File: src/mnsc_pkg.sv
// Shared types and constants for the Manhattan nearest-seed classifier.
// Used by the interfaces, the controller, the datapath, the top level and the checker.
// Depends on nothing.
package mnsc_pkg;

    localparam int COUNT_W   = 7;
    localparam int IDX_W     = 6;
    localparam int COORD_W   = 10;
    localparam int DIST_W    = 10;
    localparam int SLOT_COUNT = 2 ** IDX_W;

    localparam int MAX_SEEDS_DEFAULT = 64;

    localparam logic [COUNT_W-1:0] SEED_COUNT_RESET = 7'd64;
    localparam logic [DIST_W-1:0]  DIST_BOUND       = 10'd999;

    localparam logic FUNC_LOAD  = 1'b0;
    localparam logic FUNC_QUERY = 1'b1;

    typedef enum logic [2:0] {
        ST_IDLE,
        ST_SCAN,
        ST_DRAIN_A,
        ST_DRAIN_B,
        ST_FINISH
    } ctrl_state_t;

    typedef struct packed {
        logic               start;
        logic               wr_en;
        logic               rd_en;
        logic               rd_cmp;
        logic               rd_first;
        logic [COUNT_W-1:0] rd_idx;
        logic               capture;
    } ctrl_cmd_t;

    typedef struct packed {
        logic [COORD_W-1:0] x;
        logic [COORD_W-1:0] y;
        logic               land;
    } seed_entry_t;

endpackage

File: src/mnsc_if.sv
// Channel interfaces of the nearest-seed classifier: request, response and configuration.
// Depends on mnsc_pkg for field widths.
interface mnsc_req_if;
    logic                          valid;
    logic                          ready;
    logic                          func;
    logic [mnsc_pkg::IDX_W-1:0]    seed_slot;
    logic [mnsc_pkg::COORD_W-1:0]  seed_x;
    logic [mnsc_pkg::COORD_W-1:0]  seed_y;
    logic                          seed_land;
    logic [mnsc_pkg::COORD_W-1:0]  pixel_x;
    logic [mnsc_pkg::COORD_W-1:0]  pixel_y;

    modport source (output valid, func, seed_slot, seed_x, seed_y, seed_land,
                    pixel_x, pixel_y, input ready);
    modport sink   (input valid, func, seed_slot, seed_x, seed_y, seed_land,
                    pixel_x, pixel_y, output ready);
endinterface

interface mnsc_rsp_if;
    logic                          valid;
    logic                          ready;
    logic [mnsc_pkg::IDX_W-1:0]    nearest_index;
    logic                          is_land;
    logic [mnsc_pkg::DIST_W-1:0]   best_distance;

    modport source (output valid, nearest_index, is_land, best_distance, input ready);
    modport sink   (input valid, nearest_index, is_land, best_distance, output ready);
endinterface

interface mnsc_cfg_if;
    logic                          valid;
    logic                          ready;
    logic [mnsc_pkg::COUNT_W-1:0]  data;

    modport source (output valid, data, input ready);
    modport sink   (input valid, data, output ready);
endinterface

File: src/mnsc_ctrl.sv
// Controller of the nearest-seed classifier: sequences loads, seed scans and result hand-off.
// Depends on mnsc_pkg.
module mnsc_ctrl #(
    parameter int MAX_SEEDS = mnsc_pkg::MAX_SEEDS_DEFAULT
) (
    input  logic                         clk,
    input  logic                         rst_n,
    input  logic                         in_valid,
    input  logic                         in_func,
    output logic                         in_ready,
    input  logic                         cfg_valid,
    input  logic [mnsc_pkg::COUNT_W-1:0] cfg_data,
    output logic                         cfg_ready,
    input  logic                         out_ready,
    output logic                         out_valid,
    output mnsc_pkg::ctrl_cmd_t          cmd
);

    localparam int DEPTH = (MAX_SEEDS < mnsc_pkg::SLOT_COUNT) ? MAX_SEEDS
                                                              : mnsc_pkg::SLOT_COUNT;
    localparam logic [mnsc_pkg::COUNT_W-1:0] DEPTH_C = mnsc_pkg::COUNT_W'(DEPTH);

    mnsc_pkg::ctrl_state_t        state_reg, state_next;
    logic [mnsc_pkg::COUNT_W-1:0] idx_reg, idx_next;
    logic [mnsc_pkg::COUNT_W-1:0] cnt_reg, cnt_next;
    logic [mnsc_pkg::COUNT_W-1:0] seed_count_reg, seed_count_next;
    logic                         out_valid_reg, out_valid_next;
    logic [mnsc_pkg::COUNT_W-1:0] scan_n;
    logic                         scan_last;

    // At least entry 0 is always read so that its class flag is known.
    assign scan_n    = (cnt_reg == '0) ? mnsc_pkg::COUNT_W'(1) : cnt_reg;
    assign scan_last = ((idx_reg + mnsc_pkg::COUNT_W'(1)) >= scan_n);

    assign cfg_ready = 1'b1;
    assign out_valid = out_valid_reg;

    // Outputs and commands.
    always_comb
    begin
        cmd          = '0;
        in_ready     = 1'b0;
        cmd.rd_idx   = idx_reg;
        case (state_reg)
            mnsc_pkg::ST_IDLE:
            begin
                in_ready  = 1'b1;
                cmd.wr_en = in_valid && (in_func == mnsc_pkg::FUNC_LOAD);
                cmd.start = in_valid && (in_func == mnsc_pkg::FUNC_QUERY);
            end
            mnsc_pkg::ST_SCAN:
            begin
                cmd.rd_en    = 1'b1;
                cmd.rd_cmp   = (idx_reg < cnt_reg);
                cmd.rd_first = (idx_reg == '0);
            end
            mnsc_pkg::ST_FINISH:
            begin
                cmd.capture = !out_valid_reg || out_ready;
            end
            default:
            begin
                cmd = '0;
                cmd.rd_idx = idx_reg;
            end
        endcase
    end

    // Next state and counters.
    always_comb
    begin
        state_next      = state_reg;
        idx_next        = idx_reg;
        cnt_next        = cnt_reg;
        seed_count_next = seed_count_reg;
        out_valid_next  = out_valid_reg;

        if (cfg_valid && cfg_ready)
        begin
            seed_count_next = cfg_data;
        end
        if (out_valid_reg && out_ready)
        begin
            out_valid_next = 1'b0;
        end
        if (cmd.capture)
        begin
            out_valid_next = 1'b1;
        end

        case (state_reg)
            mnsc_pkg::ST_IDLE:
            begin
                if (cmd.start)
                begin
                    idx_next   = '0;
                    cnt_next   = (seed_count_reg > DEPTH_C) ? DEPTH_C : seed_count_reg;
                    state_next = mnsc_pkg::ST_SCAN;
                end
            end
            mnsc_pkg::ST_SCAN:
            begin
                idx_next = idx_reg + mnsc_pkg::COUNT_W'(1);
                if (scan_last)
                begin
                    state_next = mnsc_pkg::ST_DRAIN_A;
                end
            end
            mnsc_pkg::ST_DRAIN_A:
            begin
                state_next = mnsc_pkg::ST_DRAIN_B;
            end
            mnsc_pkg::ST_DRAIN_B:
            begin
                state_next = mnsc_pkg::ST_FINISH;
            end
            mnsc_pkg::ST_FINISH:
            begin
                if (cmd.capture)
                begin
                    state_next = mnsc_pkg::ST_IDLE;
                end
            end
            default:
            begin
                state_next = mnsc_pkg::ST_IDLE;
            end
        endcase
    end

    always_ff @(posedge clk or negedge rst_n)
    begin
        if (!rst_n)
        begin
            state_reg      <= mnsc_pkg::ST_IDLE;
            idx_reg        <= '0;
            cnt_reg        <= '0;
            seed_count_reg <= mnsc_pkg::SEED_COUNT_RESET;
            out_valid_reg  <= 1'b0;
        end
        else
        begin
            state_reg      <= state_next;
            idx_reg        <= idx_next;
            cnt_reg        <= cnt_next;
            seed_count_reg <= seed_count_next;
            out_valid_reg  <= out_valid_next;
        end
    end

endmodule

File: src/mnsc_datapath.sv
// Datapath of the nearest-seed classifier: seed memory, distance pipeline and best tracker.
// Depends on mnsc_pkg.
module mnsc_datapath #(
    parameter int MAX_SEEDS = mnsc_pkg::MAX_SEEDS_DEFAULT
) (
    input  logic                         clk,
    input  logic                         rst_n,
    input  mnsc_pkg::ctrl_cmd_t          cmd,
    input  logic [mnsc_pkg::IDX_W-1:0]   seed_slot,
    input  logic [mnsc_pkg::COORD_W-1:0] seed_x,
    input  logic [mnsc_pkg::COORD_W-1:0] seed_y,
    input  logic                         seed_land,
    input  logic [mnsc_pkg::COORD_W-1:0] pixel_x,
    input  logic [mnsc_pkg::COORD_W-1:0] pixel_y,
    output logic [mnsc_pkg::IDX_W-1:0]   nearest_index,
    output logic                         is_land,
    output logic [mnsc_pkg::DIST_W-1:0]  best_distance
);

    localparam int DEPTH = (MAX_SEEDS < mnsc_pkg::SLOT_COUNT) ? MAX_SEEDS
                                                              : mnsc_pkg::SLOT_COUNT;
    localparam int AW    = (DEPTH > 1) ? $clog2(DEPTH) : 1;

    mnsc_pkg::seed_entry_t seed_mem [DEPTH];

    logic [mnsc_pkg::COORD_W-1:0] px_reg, py_reg;
    mnsc_pkg::seed_entry_t        rd_data_reg;
    logic                         s2_valid_reg, s2_cmp_reg, s2_first_reg;
    logic [mnsc_pkg::IDX_W-1:0]   s2_idx_reg;
    logic                         s3_valid_reg, s3_cmp_reg, s3_first_reg, s3_land_reg;
    logic [mnsc_pkg::IDX_W-1:0]   s3_idx_reg;
    logic [mnsc_pkg::DIST_W:0]    dist_reg;
    logic [mnsc_pkg::DIST_W-1:0]  best_dist_reg;
    logic [mnsc_pkg::IDX_W-1:0]   best_idx_reg;
    logic                         best_land_reg;
    logic [mnsc_pkg::IDX_W-1:0]   out_idx_reg;
    logic                         out_land_reg;
    logic [mnsc_pkg::DIST_W-1:0]  out_dist_reg;

    logic [mnsc_pkg::COORD_W-1:0] dx, dy;
    logic [mnsc_pkg::DIST_W:0]    dist_sum;
    logic                         slot_ok;
    logic                         closer;

    assign slot_ok = (32'(seed_slot) < DEPTH);

    always_ff @(posedge clk)
    begin
        if (cmd.wr_en && slot_ok)
        begin
            seed_mem[seed_slot[AW-1:0]] <= '{x: seed_x, y: seed_y, land: seed_land};
        end
        if (cmd.rd_en)
        begin
            rd_data_reg <= seed_mem[cmd.rd_idx[AW-1:0]];
        end
    end

    assign dx = (px_reg >= rd_data_reg.x) ? (px_reg - rd_data_reg.x) : (rd_data_reg.x - px_reg);
    assign dy = (py_reg >= rd_data_reg.y) ? (py_reg - rd_data_reg.y) : (rd_data_reg.y - py_reg);
    assign dist_sum = {1'b0, dx} + {1'b0, dy};

    assign closer = s3_cmp_reg && (dist_reg < {1'b0, best_dist_reg});

    always_ff @(posedge clk or negedge rst_n)
    begin
        if (!rst_n)
        begin
            s2_valid_reg <= 1'b0;
            s3_valid_reg <= 1'b0;
        end
        else
        begin
            s2_valid_reg <= cmd.rd_en;
            s3_valid_reg <= s2_valid_reg;
        end
    end

    always_ff @(posedge clk)
    begin
        if (cmd.start)
        begin
            px_reg <= pixel_x;
            py_reg <= pixel_y;
        end
        s2_cmp_reg   <= cmd.rd_cmp;
        s2_first_reg <= cmd.rd_first;
        s2_idx_reg   <= cmd.rd_idx[mnsc_pkg::IDX_W-1:0];

        s3_cmp_reg   <= s2_valid_reg && s2_cmp_reg;
        s3_first_reg <= s2_valid_reg && s2_first_reg;
        s3_idx_reg   <= s2_idx_reg;
        s3_land_reg  <= rd_data_reg.land;
        dist_reg     <= dist_sum;

        if (cmd.start)
        begin
            best_dist_reg <= mnsc_pkg::DIST_BOUND;
            best_idx_reg  <= '0;
            best_land_reg <= 1'b0;
        end
        else if (s3_valid_reg && closer)
        begin
            best_dist_reg <= dist_reg[mnsc_pkg::DIST_W-1:0];
            best_idx_reg  <= s3_idx_reg;
            best_land_reg <= s3_land_reg;
        end
        else if (s3_valid_reg && s3_first_reg)
        begin
            // Entry 0 is the fallback answer, so its class is kept even when it loses.
            best_land_reg <= s3_land_reg;
        end

        if (cmd.capture)
        begin
            out_idx_reg  <= best_idx_reg;
            out_land_reg <= best_land_reg;
            out_dist_reg <= best_dist_reg;
        end
    end

    assign nearest_index = out_idx_reg;
    assign is_land       = out_land_reg;
    assign best_distance = out_dist_reg;

endmodule

File: src/manhattan_nearest_seed_classifier.sv
// Top level of the Manhattan nearest-seed classifier.
// Depends on mnsc_pkg, the channel interfaces, mnsc_ctrl and mnsc_datapath.
//
// The block holds a table of seed points (x, y and a land flag) and answers
// pixel queries with the seed at the smallest Manhattan distance.
// Channels: req carries load and query requests, rsp carries one result per
// query, cfg writes the seed_count register. A request moves on an edge
// where valid and ready are both high; cfg is always ready and is only to be
// written while the block is idle.
// A load is taken while idle and gives no result. A query reads one seed
// entry per cycle from the single read port of the seed memory, so it reads
// N = max(1, min(seed_count, MAX_SEEDS, 64)) entries; the controller then passes
// through DRAIN_A, DRAIN_B and FINISH, the result is captured into the output
// register in FINISH, and a new request is accepted once the block is back in idle.
// Results sit in an output register: when the receiver stalls, the next
// request is still taken and scanned, and only its hand-off waits.
// Reset clears the control state and sets seed_count to 64; the seed table is
// not cleared, and entries must be loaded before any query searches them.
module manhattan_nearest_seed_classifier #(
    parameter int MAX_SEEDS = mnsc_pkg::MAX_SEEDS_DEFAULT
) (
    input  logic        clk,
    input  logic        rst_n,
    mnsc_req_if.sink    req,
    mnsc_rsp_if.source  rsp,
    mnsc_cfg_if.sink    cfg
);

    mnsc_pkg::ctrl_cmd_t cmd;

    // The controller owns the handshakes, the count register and the scan index.
    mnsc_ctrl #(
        .MAX_SEEDS (MAX_SEEDS)
    ) u_ctrl (
        .clk       (clk),
        .rst_n     (rst_n),
        .in_valid  (req.valid),
        .in_func   (req.func),
        .in_ready  (req.ready),
        .cfg_valid (cfg.valid),
        .cfg_data  (cfg.data),
        .cfg_ready (cfg.ready),
        .out_ready (rsp.ready),
        .out_valid (rsp.valid),
        .cmd       (cmd)
    );

    // The datapath holds the seed memory, the distance pipeline and the result register.
    mnsc_datapath #(
        .MAX_SEEDS (MAX_SEEDS)
    ) u_datapath (
        .clk           (clk),
        .rst_n         (rst_n),
        .cmd           (cmd),
        .seed_slot     (req.seed_slot),
        .seed_x        (req.seed_x),
        .seed_y        (req.seed_y),
        .seed_land     (req.seed_land),
        .pixel_x       (req.pixel_x),
        .pixel_y       (req.pixel_y),
        .nearest_index (rsp.nearest_index),
        .is_land       (rsp.is_land),
        .best_distance (rsp.best_distance)
    );

endmodule

File: src/flat_wrapper.sv
// flat-port wrapper written by rule: the top's interface ports become plain ports
module manhattan_nearest_seed_classifier_flat 
#(
    parameter int MAX_SEEDS = mnsc_pkg::MAX_SEEDS_DEFAULT
)
  (clk, rst_n, req_valid, req_func, req_seed_slot, req_seed_x, req_seed_y, req_seed_land, req_pixel_x, req_pixel_y, req_ready, rsp_valid, rsp_nearest_index, rsp_is_land, rsp_best_distance, rsp_ready, cfg_valid, cfg_data, cfg_ready);
  mnsc_req_if req_i ();
  mnsc_rsp_if rsp_i ();
  mnsc_cfg_if cfg_i ();
  input  logic clk;
  input  logic rst_n;
  input wire logic [$bits(req_i.valid)-1:0] req_valid;
  input wire logic [$bits(req_i.func)-1:0] req_func;
  input wire logic [$bits(req_i.seed_slot)-1:0] req_seed_slot;
  input wire logic [$bits(req_i.seed_x)-1:0] req_seed_x;
  input wire logic [$bits(req_i.seed_y)-1:0] req_seed_y;
  input wire logic [$bits(req_i.seed_land)-1:0] req_seed_land;
  input wire logic [$bits(req_i.pixel_x)-1:0] req_pixel_x;
  input wire logic [$bits(req_i.pixel_y)-1:0] req_pixel_y;
  output wire logic [$bits(req_i.ready)-1:0] req_ready;
  output wire logic [$bits(rsp_i.valid)-1:0] rsp_valid;
  output wire logic [$bits(rsp_i.nearest_index)-1:0] rsp_nearest_index;
  output wire logic [$bits(rsp_i.is_land)-1:0] rsp_is_land;
  output wire logic [$bits(rsp_i.best_distance)-1:0] rsp_best_distance;
  input wire logic [$bits(rsp_i.ready)-1:0] rsp_ready;
  input wire logic [$bits(cfg_i.valid)-1:0] cfg_valid;
  input wire logic [$bits(cfg_i.data)-1:0] cfg_data;
  output wire logic [$bits(cfg_i.ready)-1:0] cfg_ready;
  assign req_i.valid = req_valid;
  assign req_i.func = req_func;
  assign req_i.seed_slot = req_seed_slot;
  assign req_i.seed_x = req_seed_x;
  assign req_i.seed_y = req_seed_y;
  assign req_i.seed_land = req_seed_land;
  assign req_i.pixel_x = req_pixel_x;
  assign req_i.pixel_y = req_pixel_y;
  assign req_ready = req_i.ready;
  assign rsp_valid = rsp_i.valid;
  assign rsp_nearest_index = rsp_i.nearest_index;
  assign rsp_is_land = rsp_i.is_land;
  assign rsp_best_distance = rsp_i.best_distance;
  assign rsp_i.ready = rsp_ready;
  assign cfg_i.valid = cfg_valid;
  assign cfg_i.data = cfg_data;
  assign cfg_ready = cfg_i.ready;
  manhattan_nearest_seed_classifier #(.MAX_SEEDS(MAX_SEEDS)) u_core (.clk(clk), .rst_n(rst_n), .req(req_i), .rsp(rsp_i), .cfg(cfg_i));
endmodule
File: config.mk
export PLATFORM = sky130hd
export DESIGN_NAME = manhattan_nearest_seed_classifier_flat
export DESIGN_NICKNAME = d
export VERILOG_FILES = /design/src/mnsc_pkg.sv /design/src/mnsc_if.sv /design/src/mnsc_ctrl.sv /design/src/mnsc_datapath.sv /design/src/manhattan_nearest_seed_classifier.sv /design/src/flat_wrapper.sv
export SDC_FILE = /design/constraint.sdc
export NUM_CORES = 2
export LEC_CHECK = 0
export ABC_AREA = 0
export BUFFER_PORTS_ARGS = -buffer_cell sky130_fd_sc_hd__buf_2
export CAP_MARGIN = 5
export CELL_PAD_IN_SITES_DETAIL_PLACEMENT = 0
export CELL_PAD_IN_SITES_GLOBAL_PLACEMENT = 1
export CORE_ASPECT_RATIO = 0.8
export CORE_MARGIN = 2
export CORE_UTILIZATION = 52
export CTS_BUF_LIST = sky130_fd_sc_hd__clkbuf_8
export DETAILED_ROUTE_END_ITERATION = 10
export PLACE_DENSITY = 0.79
export SYNTH_ARGS = -nofsm -noshare
export SYNTH_HDL_FRONTEND = slang
export SYNTH_SLANG_ARGS = --single-unit
File: constraint.sdc
create_clock -name clk -period 3.9 [get_ports clk]
set_input_delay 1.17 -clock clk [delete_from_list [all_inputs] [get_ports clk]]
set_output_delay 1.17 -clock clk [all_outputs]
set_load 0.02 [all_outputs]
### After elaboration in Yosys (flattened, before gate mapping)

Memory sizes are Yosys's and may differ from the RTL's. A register that Yosys moved wholly into a read port is not among the register bits.
Index checks and enable logic that the tools add are counted.

| cells by class | value |
|---|---|
| $add $sub $neg | 6 |
| multiply operators | 0 |
| divide/modulo/power cells | 0 |
| $lt $le $gt $ge | 6 |
| equal/unequal tests | 7 |
| shift operators | 0 |
| multiplexer cells | 20 |
| bitwise logic cells | 1 |
| reduce and logical (&&, ||, !) cells | 19 |

Operator list:

| operator | count |
|---|---|
| subtractor 10 bit | 4 |
| two-way mux 7 bit | 3 |
| >= comparator 10 bit | 2 |
| two-way mux 10 bit | 2 |
| case mux 3 bit (5 select lines) | 1 |
| logical NOT 7 bit | 2 |
| case mux 7 bit (2 select lines) | 1 |
| two-way mux 3 bit | 4 |
| adder 10 x 10 -> 11 bit | 1 |
| < comparator 11 x 10 -> 1 bit | 1 |
| logical AND 1 bit | 8 |
| two-way mux 1 bit | 8 |
| adder 7 x 1 -> 7 bit, second input constant | 1 |
| >= comparator 7 bit | 1 |
| > comparator 7 bit, second input constant | 1 |
| < comparator 7 bit | 1 |
| == test 3 x 2 -> 1 bit, second input constant | 2 |
| nonzero test 2 bit | 3 |
| inequality test 2 x 1 -> 1 bit, second input constant | 2 |
| AND reduction 2 bit | 2 |
| == test 3 x 1 -> 1 bit, second input constant | 1 |
| == test 3 bit, second input constant | 1 |
| logical NOT 3 bit | 1 |
| AND reduction 3 bit | 1 |
| 5 further kinds | 5 |

| word-level totals | value |
|---|---|
| register bits | 109 |
| bits in latches | 0 |
| RAM bits | 1,344 |
| bits in read-only memories | 0 |
| bits of input ports | 60 |
| memories | 1 |

Memory list:

| name | depth | bits a word | read ports | clocked after Yosys merged registers in | wr ports | line | source |
|---|---|---|---|---|---|---|---|
| u_core.u_datapath.seed_mem | 64 | 21 | 1 | 1 | 1 | mnsc_datapath.sv:24 | `mnsc_pkg::seed_entry_t seed_mem [DEPTH];` |

### Longest topological paths before layout

| depth | value |
|---|---|
| depth in word-level cells | 5 |
| mapped depth | 18 |
| mapped depth without buffers | 17 |

### Hierarchy

A second synthesis with hierarchy kept.

| unflattened totals | value |
|---|---|
| cells, all modules | 2,807 |
| area, all modules | 58,462.3 um2 |

Modules (own cells, without submodules):

| module | instances | cells each | area an instance (um2) |
|---|---|---|---|
| mnsc_datapath | 1 | 2,653 | 56,934.6 |
| mnsc_ctrl | 1 | 154 | 1,527.7 |

### Least setup slack after synthesis

No wires, ideal clock.

| timing path | value |
|---|---|
| path type | register to register |
| start | register u_core.u_datapath.py_reg[0] (netlist bit) |
| end | register u_core.u_datapath.dist_reg[9] (netlist bit) |
| library setup time | 72 ps |
| arrival time | 3,787 ps |
| setup slack | 41 ps |
| stages on the path, launching flop included | 17 |
| path buffers | 0 |
| period minus slack after synthesis | 3,859 ps |
| cells stage by stage | edfxtp_1 -> inv_1 -> ha_1 -> inv_1 -> fa_1 -> a21o_1 -> a21oi_2 -> o21bai_4 -> o41ai_4 -> mux2_4 -> ha_1 -> a21o_1 -> a21oi_1 -> o211ai_1 -> a31o_2 -> a21oi_1 -> xnor2_1 |

| between the ends | value |
|---|---|
| longest elaborated chain between the ends | 3 |
| elaborated cells between the ends (all ways) | 5 |

RTL lines:

| element | line | source |
|---|---|---|
| from (decl) | mnsc_datapath.sv:26 | `logic [mnsc_pkg::COORD_W-1:0] px_reg, py_reg;` |
| from (signal assigned) | mnsc_datapath.sv:84 | `py_reg <= pixel_y;` |
| subtractor 10 bit or >= comparator 10 bit (tied branches) | mnsc_datapath.sv:60 | `assign dy = (py_reg >= rd_data_reg.y) ? (py_reg - rd_data_reg.y) : (rd_data_reg.y - py_reg);` |
| two-way mux 10 bit * | mnsc_datapath.sv:60 |  |
| adder 10 x 10 -> 11 bit * | mnsc_datapath.sv:61 | `assign dist_sum = {1'b0, dx} + {1'b0, dy};` |
| net u_core.u_datapath.dist_sum, one bit | mnsc_datapath.sv:41 | `logic [mnsc_pkg::DIST_W:0] dist_sum;` |
| to (signal assigned) | mnsc_datapath.sv:94 | `dist_reg <= dist_sum;` |
| to (decl) | mnsc_datapath.sv:32 | `logic [mnsc_pkg::DIST_W:0] dist_reg;` |

Mark *: on every way through the listed nets, which the timed path passes. The rest lies on a longest branch.
A chain may end at the register's enable or synchronous reset.

### Final worst setup path

Ends and elaborated chain as after synthesis.

==> results <==
- The fraction of synthesis flops using an asynchronous set or reset pin is 1.832%.
- Among all flip-flop cells after synthesis, the most frequent one is sky130_fd_sc_hd__edfxtp_1.
- After routing, the total negative slack on setup checks comes to 0 ns.
- The total leakage power is 21.91 nW.
- The path class of the tightest hold or removal check is input port to async pin.
- The kind of cell adding the most delay to the critical path is compound AO/OA/AOI/OAI gates.
- Timing analysis after detailed placement gives a worst setup slack of -0.02485 ns.
- For this design, the sink count on the clock tree is 1474.
- Across the VDD grid, the largest voltage drop is 0.6321 mV.
- The final antenna-violating net count is 0.
- The highest attainable clock frequency is 270.3 MHz.
- The filler cells instantiated in the layout total 7850.
- The count of input and output buffers is 78.
- The largest driver fanout on the critical path is 3.
- The total standard cell area after synthesis is 0.05841 mm2.
- The slowest stage cell on the critical path is sky130_fd_sc_hd__edfxtp_1.
- After synthesis, the netlist uses 63 different library cells.
- The number of buffers and inverters on the critical path is 3.
- The critical register-to-register path startpoint is u_core.u_datapath.py_reg[0].
- The core area is 0.1109 mm2.
- The overall global routing resource usage is 24.24%.
- The met2 track utilization from global routing is 37.01%.
- The horizontal die dimension is 378.7 um.
- CTS built an H-tree with a depth of 4.
- The post-layout worst setup margin is 0.2010 ns.
- Data on the critical path is required at its endpoint by 4.74 ns.
- The final count of hold timing violations came to 0.
- The largest total area in the synthesized netlist belongs to sky130_fd_sc_hd__edfxtp_1.
- The sequential share of the synthesized area is 74.78%.
- The pin slew with the least headroom to its limit is 1.369 ns.
- During I/O placement, the number of pins put on the boundary was 80.
- The cell row count is 109.
- The register with the most flip-flops in the layout has 1344 of them.
- The register bit total from synthesis is 1474.
- The clock transition time at the flip-flop clock pins of the worst setup and hold paths is 0.06 ns.
- The largest net degree at the start of global routing is 65.
- After synthesis, the cell types taking the most area are sky130_fd_sc_hd__edfxtp_1 72%, sky130_fd_sc_hd__mux4_2 14%, sky130_fd_sc_hd__dfxtp_1 1.5%.
- The clock root buffer is sky130_fd_sc_hd__clkbuf_8.
- The met3 track utilization from global routing is 5.409%.
- Counting every net in the synthesized netlist gives 3104.
- The portion of the clock cycle consumed by the worst path in the final layout is 94.85%.
- The share of cells above drive strength 1 is 28.26%.
- At the worst endpoint, the arrival time is 4.54 ns.
- The floorplan die area is 0.1150 mm2.
- Traced cell by cell, the critical path runs through inv_1 > ha_2 > inv_1 > fa_1 > a21o_1 > a21oi_4 > o21bai_4 > o41ai_4 > mux2_4 > ha_1 > a21o_1 > a21oi_1 > buf_4 > o211ai_1 > a31o_2 > a21oi_2 > xnor2_1.
- The latest clock arrival within the worst-skew pair is 0.92 ns.
- The total power per unit cell area is 688.3 mW/mm2.
- The count of final setup violators is 0.
- Setup repair after global routing left no endpoint under its margin.
- The kind of critical path is register to register.
- The worst max-slew margin expressed relative to the limit is 8.700%.
- The met1 global-route usage is 35.27%.
- The worst clock skew on the final layout is 0.03795 ns.
- The number of enable-type register cells in the synthesized netlist is 1402.
- The number of global-route vias before repair came to 30650.
- Synthesis produced a netlist whose cell count is 2967.
- met2 is the most crowded layer.
- The initial antenna violation count came to 7.
- The HPWL reported at the end of detailed placement is 82380 um.
- The nature of the critical path endpoint is a register.
- Before antenna repair, the detailed router went through 6 iterations.
- Setup slack on the worst reg-to-reg path comes out at 0.20 ns.
- The post-detailed-route DRC marker count is 0.
- Summed over its instances, the top area cell type makes up 72.07% of the synthesized netlist area.
- The routed wire length is 137500 um.
- Subtracting the final worst setup slack from the clock period gives 3.699 ns.
- At the end of routability-driven placement, the weighted congestion stood at 0.8291.
- The number of clock buffers added by TritonCTS is 211.
- The critical path starts at u_core.u_datapath.py_reg[0].
- Compared with the post-synthesis result, the final layout area differs by 12.69%.
- Counting along the longest clock path gives a buffer depth of 3.
- The Yosys step of the flow raised 0 warnings.
- The critical path startpoint category is a register.
- After global routing the overflow that remains totals 0.
- The cell with the most instances after synthesis is sky130_fd_sc_hd__edfxtp_1.
- For this block, the via count after detailed routing is 29940.
- Ranked by instance count, the synthesized netlist is headed by 1402 x sky130_fd_sc_hd__edfxtp_1, 357 x sky130_fd_sc_hd__mux4_2, 229 x sky130_fd_sc_hd__nand2_1.
- For this run, the slowest stage of the critical path takes 0.39 ns.
- The average cell area after synthesis is 19.69 um2.
- The max-slew violation total from the final report is 0.
- The number of nets in the layout is 3433.
- The flow ran to the end, and the final reports show no timing, DRC or antenna violations.
- After detailed routing, the average wire length per cell comes to 27.69 um.
- Across the run, the number of max-cap violations was 0.
- The number of DRC markers after the initial detailed-route iteration is 3381.
- The die is 303.8 um tall.
- The first global-routing pass estimated 201700 um of wire.
- The initial standard-cell utilization of the core is 52.68%.
- TritonCTS built the clock tree.
- The via-per-instance ratio is 6.030.
-- what timing repair did --
item,4_1_cts,5_1_grt
endpoints found under the hold margin,0,0
hold buffers,0,0
buffers inserted,0,2
endpoints found under the setup margin,2,4
pin swaps,0,4
resized for setup,2,10
-- power breakdown --
group          leakage [nW]  switching, mW  internal, mW
registers              13.3          0.611          18.0
logic                  6.40           8.53          7.05
clock network          2.19           5.82          5.29
-- stage by stage --
stage | util [%] | hold WS (ns) | instances | power [mW] | instance area, um2
CTS | 59.28 | 0.1880 | 4958 | 45.49 | 65730
floorplan | - | 0.3096 | 2967 | 28.79 | 58410
global route | 59.37 | 0.2552 | 4965 | 47.42 | 65830
finish | 59.37 | 0.2758 | 4965 | 45.31 | 65830
detailed placement | 55.84 | 0.3121 | 4577 | 34.44 | 61920
global placement | 55.84 | 0.3150 | 4577 | 34.19 | 61920
-- kinds of logic (layout without fill, tap and decap cells) --
kind of cell / count (synthesis) / count (layout) / synth area share (%)
buffers and inverters: 227 / 724 / 1.592
other: 1 / 4 / 0.006420
adders and majority gates: 77 / 77 / 1.714
xor gates and xnor gates: 27 / 27 / 0.4048
AOI/OAI and AO/OA: 241 / 241 / 2.774
muxes: 441 / 441 / 15.23
DFF: 1474 / 1474 / 74.78
and+or+nand+nor: 479 / 479 / 3.504
-- layer usage --
layer | vias up | part of all wire [%]
met4 | 6 | 2.5
met5 | - | 0.030
met3 | 230 | 9.3
li1 | 12620 | -
met1 | 15630 | 41
met2 | 1454 | 47
-- worst reg2reg max path, delay by kind of cell, from the launching register on --
| family | cells | cell delay, ns |
|---|---|---|
| AO/OA/AOI/OAI | 9 | 1.65 |
| XOR/XNOR | 1 | 0.13 |
| adder cells (fa/ha/maj) | 3 | 0.85 |
| buffers and inverters | 3 | 0.26 |
| flip-flops | 1 | 0.39 |
| multiplexers | 1 | 0.35 |
-- worst paths after layout --
path / to / cells past startpoint
hold / removal: u_core.u_ctrl.seed_count_reg[5] / 1
min in group clk: u_core.u_datapath.s3_idx_reg[4] / 0
max in group asynchronous: u_core.u_ctrl.idx_reg[3] / 1
hold reg to reg: u_core.u_datapath.s3_idx_reg[4] / 0
setup / recovery: u_core.u_datapath.dist_reg[9] / 17
setup reg to reg: u_core.u_datapath.dist_reg[9] / 17
-- cells in the final DEF, fill, tap and decap left out, types with 13 or more instances in the layout --
master / netlist / layout
sky130_fd_sc_hd__xnor2_1: 18 / 18
sky130_fd_sc_hd__dfxtp_1: 45 / 45
sky130_fd_sc_hd__a31oi_1: 25 / 24
sky130_fd_sc_hd__clkinv_2: 0 / 19
sky130_fd_sc_hd__nor2b_1: 30 / 29
sky130_fd_sc_hd__nand2_1: 229 / 229
sky130_fd_sc_hd__dfrtp_1: 26 / 22
sky130_fd_sc_hd__edfxtp_1: 1402 / 1402
sky130_fd_sc_hd__o21ai_0: 26 / 24
sky130_fd_sc_hd__clkinv_1: 1 / 59
sky130_fd_sc_hd__o22ai_1: 23 / 23
sky130_fd_sc_hd__a21oi_1: 71 / 68
sky130_fd_sc_hd__ha_1: 72 / 71
sky130_fd_sc_hd__buf_2: 41 / 78
sky130_fd_sc_hd__mux2i_1: 75 / 75
sky130_fd_sc_hd__nor2_2: 0 / 64
sky130_fd_sc_hd__a221o_1: 23 / 23
sky130_fd_sc_hd__nand3b_1: 13 / 13
sky130_fd_sc_hd__nor2_1: 148 / 84
sky130_fd_sc_hd__mux4_2: 357 / 357
sky130_fd_sc_hd__buf_12: 0 / 27
sky130_fd_sc_hd__a211oi_1: 22 / 22
sky130_fd_sc_hd__a21o_1: 20 / 20
sky130_fd_sc_hd__inv_1: 76 / 143
sky130_fd_sc_hd__buf_4: 5 / 159
sky130_fd_sc_hd__clkbuf_8: 0 / 215
sky130_fd_sc_hd__nand3_1: 17 / 16
-- final cells by class --
| cell class | instances | area (um2) | share of cell area [%] |
|---|---|---|---|
| Sequential cell | 1474 | 43690 | 66.38 |
| Multi-Input combinational cell | 1266 | 14010 | 21.29 |
| Clock buffer | 215 | 2959 | 4.495 |
| Timing Repair Buffer | 265 | 2136 | 3.245 |
| Tap cell | 1498 | 1874 | 2.847 |
| Clock inverter | 166 | 852.1 | 1.294 |
| Inverter | 78 | 292.8 | 0.4448 |
| Antenna cell | 3 | 7.507 | 0.01140 |
Note: power is estimated with default switching activity, not from simulation.
